<file path="config.mk">
export PLATFORM = sky130hd
export DESIGN_NAME = jlo_ctrl
export DESIGN_NICKNAME = d
export VERILOG_FILES = /design/src/hdl/jlo_pkg.sv /design/src/hdl/jlo_ctrl.sv
export SDC_FILE = /design/constraint.sdc
export NUM_CORES = 1
export LEC_CHECK = 0
export ABC_AREA = 1
export BUFFER_PORTS_ARGS = -buffer_cell sky130_fd_sc_hd__buf_2
export CORE_UTILIZATION = 59
export DETAILED_ROUTE_END_ITERATION = 8
export PLACE_DENSITY_LB_ADDON = 0.08
export SYNTH_ARGS = -nofsm -noshare
export SYNTH_HDL_FRONTEND = slang
export SYNTH_SLANG_ARGS = --single-unit
export TNS_END_PERCENT = 1
</file>
<file path="constraint.sdc">
create_clock -name clock -period 2.7 [get_ports clock]
set_input_delay 0.135 -clock clock [delete_from_list [all_inputs] [get_ports clock]]
set_output_delay 0.135 -clock clock [all_outputs]
set_load 0.005 [all_outputs]
</file>
<file path="src/hdl/jlo_pkg.sv">
package jlo_pkg;

   localparam int DEFAULT_MAX_ELEMENTS = 1024;

   localparam int IDX_W     = 10;
   localparam int VAL_W     = 24;
   localparam int CNT_W     = 13;
   localparam int SUM_W     = 36;
   localparam int SQ_W      = 58;
   localparam int XX_W      = 47;
   localparam int DIV_W     = 58;
   localparam int DVS_W     = 14;
   localparam int ROOT_W    = DIV_W / 2;
   localparam int IDX_EXT_W = 17;
   localparam int REQ_DATA_W = 64;
   localparam int RSP_DATA_W = 112;

   localparam logic [CNT_W-1:0] MAX_SAMPLES  = 13'd4096;
   localparam logic [CNT_W-1:0] MIN_SAMPLES  = 13'd3;
   localparam logic [CNT_W-1:0] SAMPLE_RESET = 13'd3;

   localparam logic [1:0] REQ_CLEAR    = 2'd0;
   localparam logic [1:0] REQ_ACCUM    = 2'd1;
   localparam logic [1:0] REQ_RESAMPLE = 2'd2;

   localparam logic [VAL_W-1:0] MEAN_MAX = 24'h7fffff;
   localparam logic [VAL_W-1:0] MEAN_MIN = 24'h800000;
   localparam logic [VAL_W-1:0] ERR_MAX  = 24'hffffff;

   typedef enum logic [3:0] {
      OP_NONE,
      OP_WIPE,
      OP_CLEAR,
      OP_SQUARE,
      OP_ACCUM,
      OP_MEAN_DIV,
      OP_MEAN_SET,
      OP_A_DIV,
      OP_A_SET,
      OP_NEG,
      OP_R_DIV,
      OP_SQRT,
      OP_ERR_SET,
      OP_OUT
   } op_type;

   typedef struct packed {
      logic   capture;
      op_type op;
      logic   part;
   } cmd_type;

   typedef struct packed {
      logic [1:0] kind;
      logic       in_range;
      logic       wipe_last;
      logic       div_busy;
      logic       sqrt_busy;
      logic       diff_neg;
   } status_type;

   typedef struct packed {
      logic [SUM_W-1:0] real_sum;
      logic [SQ_W-1:0]  real_sq;
      logic [SUM_W-1:0] imag_sum;
      logic [SQ_W-1:0]  imag_sq;
   } row_type;

endpackage

</file>
<file path="src/hdl/jlo_ctrl.sv">
module jlo_ctrl
   import jlo_pkg::*;
(
   input  logic       clock,
   input  logic       reset,
   input  logic       req_tvalid,
   output logic       req_tready,
   output logic       rsp_tvalid,
   input  logic       rsp_tready,
   output cmd_type    cmd,
   input  status_type status
);

   typedef enum logic [4:0] {
      S_WIPE,
      S_IDLE,
      S_DISPATCH,
      S_CLEAR,
      S_ACC_SQ,
      S_ACC_WR,
      S_RS_SQ,
      S_MEAN_GO,
      S_MEAN_WAIT,
      S_MEAN_SET,
      S_A_GO,
      S_A_WAIT,
      S_A_SET,
      S_D_CHECK,
      S_NEG,
      S_R_GO,
      S_R_WAIT,
      S_SQ_GO,
      S_SQ_WAIT,
      S_ERR,
      S_DONE
   } state_type;

   state_type state_ff;
   op_type    op_ff;
   logic      part_ff;
   logic      rsp_valid_ff;
   logic      xfer;

   assign req_tready = state_ff == S_IDLE;
   assign xfer       = req_tvalid && req_tready;
   assign rsp_tvalid = rsp_valid_ff;
   assign cmd        = '{capture: xfer, op: op_ff, part: part_ff};

   always_ff @(posedge clock) begin
      if (reset) begin
         state_ff     <= S_WIPE;
         op_ff        <= OP_WIPE;
         part_ff      <= 1'b0;
         rsp_valid_ff <= 1'b0;
      end else begin
         if (op_ff == OP_OUT) begin
            rsp_valid_ff <= 1'b1;
         end else if (rsp_tready) begin
            rsp_valid_ff <= 1'b0;
         end
         op_ff <= OP_NONE;
         case (state_ff)
            S_WIPE: begin
               if (status.wipe_last) begin
                  state_ff <= S_IDLE;
               end else begin
                  op_ff <= OP_WIPE;
               end
            end
            S_IDLE: begin
               if (xfer) begin
                  state_ff <= S_DISPATCH;
               end
            end
            S_DISPATCH: begin
               part_ff <= 1'b0;
               if (!status.in_range) begin
                  state_ff <= S_IDLE;
               end else begin
                  case (status.kind)
                     REQ_CLEAR: begin
                        state_ff <= S_CLEAR;
                        op_ff    <= OP_CLEAR;
                     end
                     REQ_ACCUM: begin
                        state_ff <= S_ACC_SQ;
                        op_ff    <= OP_SQUARE;
                     end
                     REQ_RESAMPLE: begin
                        state_ff <= S_RS_SQ;
                        op_ff    <= OP_SQUARE;
                     end
                     default: begin
                        state_ff <= S_IDLE;
                     end
                  endcase
               end
            end
            S_CLEAR: begin
               state_ff <= S_IDLE;
            end
            S_ACC_SQ: begin
               state_ff <= S_ACC_WR;
               op_ff    <= OP_ACCUM;
            end
            S_ACC_WR: begin
               state_ff <= S_IDLE;
            end
            S_RS_SQ: begin
               state_ff <= S_MEAN_GO;
               op_ff    <= OP_MEAN_DIV;
            end
            S_MEAN_GO: begin
               state_ff <= S_MEAN_WAIT;
            end
            S_MEAN_WAIT: begin
               if (!status.div_busy) begin
                  state_ff <= S_MEAN_SET;
                  op_ff    <= OP_MEAN_SET;
               end
            end
            S_MEAN_SET: begin
               state_ff <= S_A_GO;
               op_ff    <= OP_A_DIV;
            end
            S_A_GO: begin
               state_ff <= S_A_WAIT;
            end
            S_A_WAIT: begin
               if (!status.div_busy) begin
                  state_ff <= S_A_SET;
                  op_ff    <= OP_A_SET;
               end
            end
            S_A_SET: begin
               state_ff <= S_D_CHECK;
            end
            S_D_CHECK: begin
               if (status.diff_neg) begin
                  state_ff <= S_NEG;
                  op_ff    <= OP_NEG;
               end else begin
                  state_ff <= S_R_GO;
                  op_ff    <= OP_R_DIV;
               end
            end
            S_R_GO: begin
               state_ff <= S_R_WAIT;
            end
            S_R_WAIT: begin
               if (!status.div_busy) begin
                  state_ff <= S_SQ_GO;
                  op_ff    <= OP_SQRT;
               end
            end
            S_SQ_GO: begin
               state_ff <= S_SQ_WAIT;
            end
            S_SQ_WAIT: begin
               if (!status.sqrt_busy) begin
                  state_ff <= S_ERR;
                  op_ff    <= OP_ERR_SET;
               end
            end
            S_NEG, S_ERR: begin
               if (part_ff) begin
                  state_ff <= S_DONE;
               end else begin
                  part_ff  <= 1'b1;
                  state_ff <= S_MEAN_GO;
                  op_ff    <= OP_MEAN_DIV;
               end
            end
            S_DONE: begin
               if (!rsp_valid_ff || rsp_tready) begin
                  state_ff <= S_IDLE;
                  op_ff    <= OP_OUT;
               end
            end
            default: begin
               state_ff <= S_IDLE;
            end
         endcase
      end
   end

`ifndef ASSERT_OFF
   a_out_free: assert property (@(posedge clock) disable iff (reset)
      op_ff == OP_OUT |-> !rsp_valid_ff)
      else $error("result register overwritten before transfer");

   a_div_idle: assert property (@(posedge clock) disable iff (reset)
      (op_ff == OP_MEAN_DIV || op_ff == OP_A_DIV || op_ff == OP_R_DIV)
      |-> !status.div_busy)
      else $error("divide issued while divider busy");

   a_sqrt_idle: assert property (@(posedge clock) disable iff (reset)
      op_ff == OP_SQRT |-> !status.sqrt_busy && !status.div_busy)
      else $error("square root issued while a unit is busy");

   a_out_valid: assert property (@(posedge clock) disable iff (reset)
      op_ff == OP_OUT |=> rsp_valid_ff)
      else $error("result not presented after load");
`endif

endmodule
</file>
==> report_table.html <==
<table>
<tr><th>Metric</th><th>Value</th></tr>
<tr><th colspan="2">GRT</th></tr>
<tr><td>GR met1 Demand/Resource</td><td>0.4330</td></tr>
<tr><td>Number of antenna violations at the first check in global routing</td><td>0</td></tr>
<tr><td>Global-route layer with the greatest usage</td><td>met2</td></tr>
<tr><td>Maximum number of pins on one net before global-route repair</td><td>13</td></tr>
<tr><td>First-pass GRT wire length</td><td>4422 um</td></tr>
<tr><td>Number of global-route vias before repair</td><td>982</td></tr>
<tr><td>Met2 track demand over resource in global routing</td><td>0.5059</td></tr>
<tr><td>Residual overflow from global routing</td><td>0</td></tr>
<tr><td>GRT Total Usage</td><td>0.3197</td></tr>
<tr><td>GR met3 Demand/Resource</td><td>0.06122</td></tr>
<tr><th colspan="2">Setup path</th></tr>
<tr><td>Capturing element type of the critical path</td><td>primary output</td></tr>
<tr><td>Terminus of the critical flop-to-flop path</td><td>state_ff[4]</td></tr>
<tr><td>Data required, critical path</td><td>2.57 ns</td></tr>
<tr><td>Origin of the critical flop-to-flop path</td><td>state_ff[2]</td></tr>
<tr><td>Cells traversed along the worst timing path</td><td>nor2_2, nand2_1, nor2_1, buf_2</td></tr>
<tr><td>FF-to-FF path depth</td><td>8</td></tr>
<tr><td>Largest fanout on the critical path</td><td>12</td></tr>
<tr><td>Type of element launching the critical path</td><td>register</td></tr>
<tr><td>Worst setup path category</td><td>register to primary output</td></tr>
<tr><td>Worst endpoint data arrival time</td><td>1.53 ns</td></tr>
<tr><td>R2r setup slk</td><td>1.08 ns</td></tr>
<tr><td>Library cell contributing the largest single delay on the critical path</td><td>dfxtp_1</td></tr>
<tr><td>Crit-path max cell delay</td><td>0.49 ns</td></tr>
<tr><th colspan="2">Worst hold path</th></tr>
<tr><td>Hold path depth</td><td>2</td></tr>
<tr><td>Hold Crit Start</td><td>reset</td></tr>
<tr><td>Hold path endpoint</td><td>state_ff[1]</td></tr>
<tr><td>Tightest Hold Check Type</td><td>input port to register</td></tr>
<tr><th colspan="2">Pwr</th></tr>
<tr><td>Static leakage</td><td>0.5646 nW</td></tr>
<tr><td>Worst supply voltage drop on vdd</td><td>274.1 uV</td></tr>
<tr><td>Pwr Total</td><td>0.5921 mW</td></tr>
<tr><td>Power per unit of standard cell area</td><td>527.0 nW/um2</td></tr>
<tr><th colspan="2">Drt</th></tr>
<tr><td>DRC Markers</td><td>0</td></tr>
<tr><td>DRT iter0 DRCs</td><td>84</td></tr>
<tr><td>Detailed-route wire length</td><td>2646 um</td></tr>
<tr><td>Vias per inst</td><td>5.804</td></tr>
<tr><td>Routed wire per std cell</td><td>13.30 um</td></tr>
<tr><td>Detailed-router iteration count before antenna repair</td><td>5</td></tr>
<tr><td>Remaining antenna violation count</td><td>0</td></tr>
<tr><td>Vias after detailed routing</td><td>1155</td></tr>
<tr><th colspan="2">STA</th></tr>
<tr><td>Total setup violations reported at the end of the flow</td><td>0</td></tr>
<tr><td>Max-slew violations</td><td>0</td></tr>
<tr><td>Final hold violations</td><td>0</td></tr>
<tr><td>Rel. slew slack</td><td>0.6029</td></tr>
<tr><td>Total Negative Setup Slacks</td><td>0 ns</td></tr>
<tr><td>Final worst slack</td><td>1.037 ns</td></tr>
<tr><td>Transition time at the pin with the least slew margin</td><td>0.5949 ns</td></tr>
<tr><td>Final Critical Period</td><td>1.663 ns</td></tr>
<tr><td>Period utilisation layout</td><td>0.6157</td></tr>
<tr><td>Setup clock skew after layout</td><td>0.001713 ns</td></tr>
<tr><td>Max Clock Freq</td><td>601.5 MHz</td></tr>
<tr><td>Setup repair after global routing missed its margin</td><td>false</td></tr>
<tr><th colspan="2">Floorplan</th></tr>
<tr><td>Site Rows</td><td>14</td></tr>
<tr><td>Area of the placeable core</td><td>1577 um2</td></tr>
<tr><td>Y dimension of the die</td><td>44.03 um</td></tr>
<tr><td>Die outline width</td><td>44.03 um</td></tr>
<tr><td>Number of top-level pins</td><td>19</td></tr>
<tr><td>Initial Utilization</td><td>0.6611</td></tr>
<tr><td>Overall die area</td><td>1939 um2</td></tr>
<tr><th colspan="2">Synthesis</th></tr>
<tr><td>Syn Nets</td><td>180</td></tr>
<tr><td>Post-Syn Instances</td><td>167</td></tr>
<tr><td>Combined area of all synthesized cells</td><td>1042 um2</td></tr>
<tr><td>Share of synthesized area occupied by flip-flops and latches</td><td>0.2113</td></tr>
<tr><td>Post-synthesis register bit count</td><td>11</td></tr>
<tr><td>Mapped Avg Cell Area</td><td>6.241 um2</td></tr>
<tr><td>Portion of synthesized cell area occupied by the leading cell type</td><td>0.2113</td></tr>
<tr><td>Most area-consuming cells after synthesis</td><td>dfxtp_1 21%, nand2_1 12%, nand3_1 9.6%</td></tr>
<tr><td>Biggest area consumer among synthesized cells</td><td>dfxtp_1</td></tr>
<tr><td>Number of different library cells in the post-synthesis netlist</td><td>29</td></tr>
<tr><td>Yosys warns</td><td>0</td></tr>
<tr><th colspan="2">CTS</th></tr>
<tr><td>CTS tree</td><td>done</td></tr>
<tr><td>Buffers inserted by post-CTS timing repair</td><td>0</td></tr>
<tr><td>Clock transition at the registers of the reported paths</td><td>0.07 ns</td></tr>
<tr><td>Clock root buffer</td><td>clkbuf_4</td></tr>
<tr><td>Post-cts sizing count</td><td>0</td></tr>
<tr><td>Sink Count</td><td>11</td></tr>
<tr><td>Number of buffers on the longest clock path</td><td>2</td></tr>
<tr><td>Number of hold-repair buffers added at the cts stage</td><td>0</td></tr>
<tr><td>Max H-tree Level</td><td>1</td></tr>
<tr><td>Later-pin clock latency in the skew report</td><td>0.27 ns</td></tr>
<tr><td>Number of CTS-inserted buffers</td><td>3</td></tr>
<tr><th colspan="2">Final layout</th></tr>
<tr><td>Diodes inserted</td><td>0</td></tr>
<tr><td>Area overhead of the layout relative to synthesis</td><td>7.803%</td></tr>
<tr><td>Total Nets Final</td><td>197</td></tr>
<tr><td>Fill cell total of the finished layout</td><td>146</td></tr>
<tr><td>Top library cells by usage in the layout, fill and taps aside</td><td>32 x nand2_1, 25 x nor2_1, 21 x inv_1</td></tr>
<tr><td>Leading cell type in the layout, fill and taps excluded</td><td>nand2_1</td></tr>
<tr><td>Share of post-route cells with drive strength above 1</td><td>0.2623</td></tr>
<tr><th colspan="2">Placement</th></tr>
<tr><td>Count of input and output buffers</td><td>18</td></tr>
<tr><td>Final weighted congestion of routability-driven global placement</td><td>0.9564</td></tr>
<tr><td>Pre-CTS WS</td><td>1.133 ns</td></tr>
<tr><td>Half-perimeter wire length after placement</td><td>2154 um</td></tr>
<tr><th colspan="2">Flow run</th></tr>
<tr><td>Number of violations of the max-capacitance limit</td><td>0</td></tr>
<tr><th colspan="2">Outcome</th></tr>
<tr><td>Status</td><td>completed</td></tr>
</table>
cell usage after synthesis:
master and count:
nand2_4 2, o21ai_0 4, o211ai_1 3, nor3_4 1, nand3_1 20, o2bb2ai_1 1
nor3b_1 1, nor2_1 25, buf_6 2, a21oi_1 4, inv_2 4, nand2_1 32
ha_1 2, nand4_1 4, a31oi_1 1, o21ai_1 1, nor3_1 2, nor2_2 3
clkbuf_8 1, nand3_2 1, dfxtp_1 11, a21oi_2 2, buf_4 2, inv_1 21
nand3b_1 1, clkinv_1 1, nand2_2 9, nor2_4 5, clkbuf_1 1
worst max path at each step:
| stage | startpoint | to | slack, ns | depth (start not counted) |
|---|---|---|---|---|
| after floorplan | state_ff[2] | state_ff[0] | 1.44 | 11 |
| after global placement | state_ff[4] | state_ff[0] | 1.16 | 8 |
| after detailed placement | state_ff[4] | state_ff[0] | 1.13 | 9 |
| after CTS | state_ff[4] | cmd[5] | 1.08 | 4 |
| after global routing | state_ff[4] | cmd[5] | 0.94 | 4 |
| final | state_ff[4] | cmd[5] | 1.04 | 4 |
critical path: cells and delay by family (launching register included):
| kind | cells | cell delay [ns] |
|---|---|---|
| and+or+nand+nor | 3 | 0.65 |
| DFF | 1 | 0.49 |
| buffers and inverters | 1 | 0.11 |
registers in the layout (all words and copies together) (netlist names):
register,flops
state_ff,5
op_ff,4
part_ff,1
rsp_tvalid,1
where the power goes:
part,switching (mW),total (mW),leakage [nW],internal [mW]
clock network,0.0554,0.113,0.0150,0.0573
logic,0.186,0.279,0.460,0.0927
registers,0.0237,0.201,0.0894,0.177
total,0.265,0.592,0.565,0.327
logic make-up (layout without fill, tap and decap cells):
kind of cell / Yosys count / after routing / synth area share
buffers and inverters: 32 / 48 / 0.1464
adder cells (fa/ha/maj): 2 / 2 / 0.02401
AND/OR/NAND/NOR: 106 / 106 / 0.5222
AO/OA/AOI/OAI: 16 / 16 / 0.09604
flip-flops: 11 / 11 / 0.2113
per-stage QoR:
stage,hold slack (ns),cell area (um2),util,cells
2_1_floorplan,0.3495,1042,-,167
3_3_place_gp,0.4300,1097,0.6960,195
3_5_place_dp,0.4292,1097,0.6960,195
4_1_cts,0.1402,1124,0.7127,199
5_1_grt,0.1567,1124,0.7127,199
6_report,0.1532,1124,0.7127,199
final cells by class:
| cell class | count | area (um2) | area share |
|---|---|---|---|
| timing repair buffer | 18 | 90.09 | 0.08018 |
| clock buffer | 4 | 26.28 | 0.02339 |
| multi-input combinational | 124 | 669.4 | 0.5958 |
| inverter | 26 | 97.59 | 0.08686 |
| tap | 16 | 20.02 | 0.01782 |
| sequential | 11 | 220.2 | 0.1960 |
metal layers:
metal	up-vias	wire length, um
met5	-	0
met4	0	57
met3	10	235
met2	64	1239
met1	516	1114
li1	565	-
(Power assumes the default switching activity.)
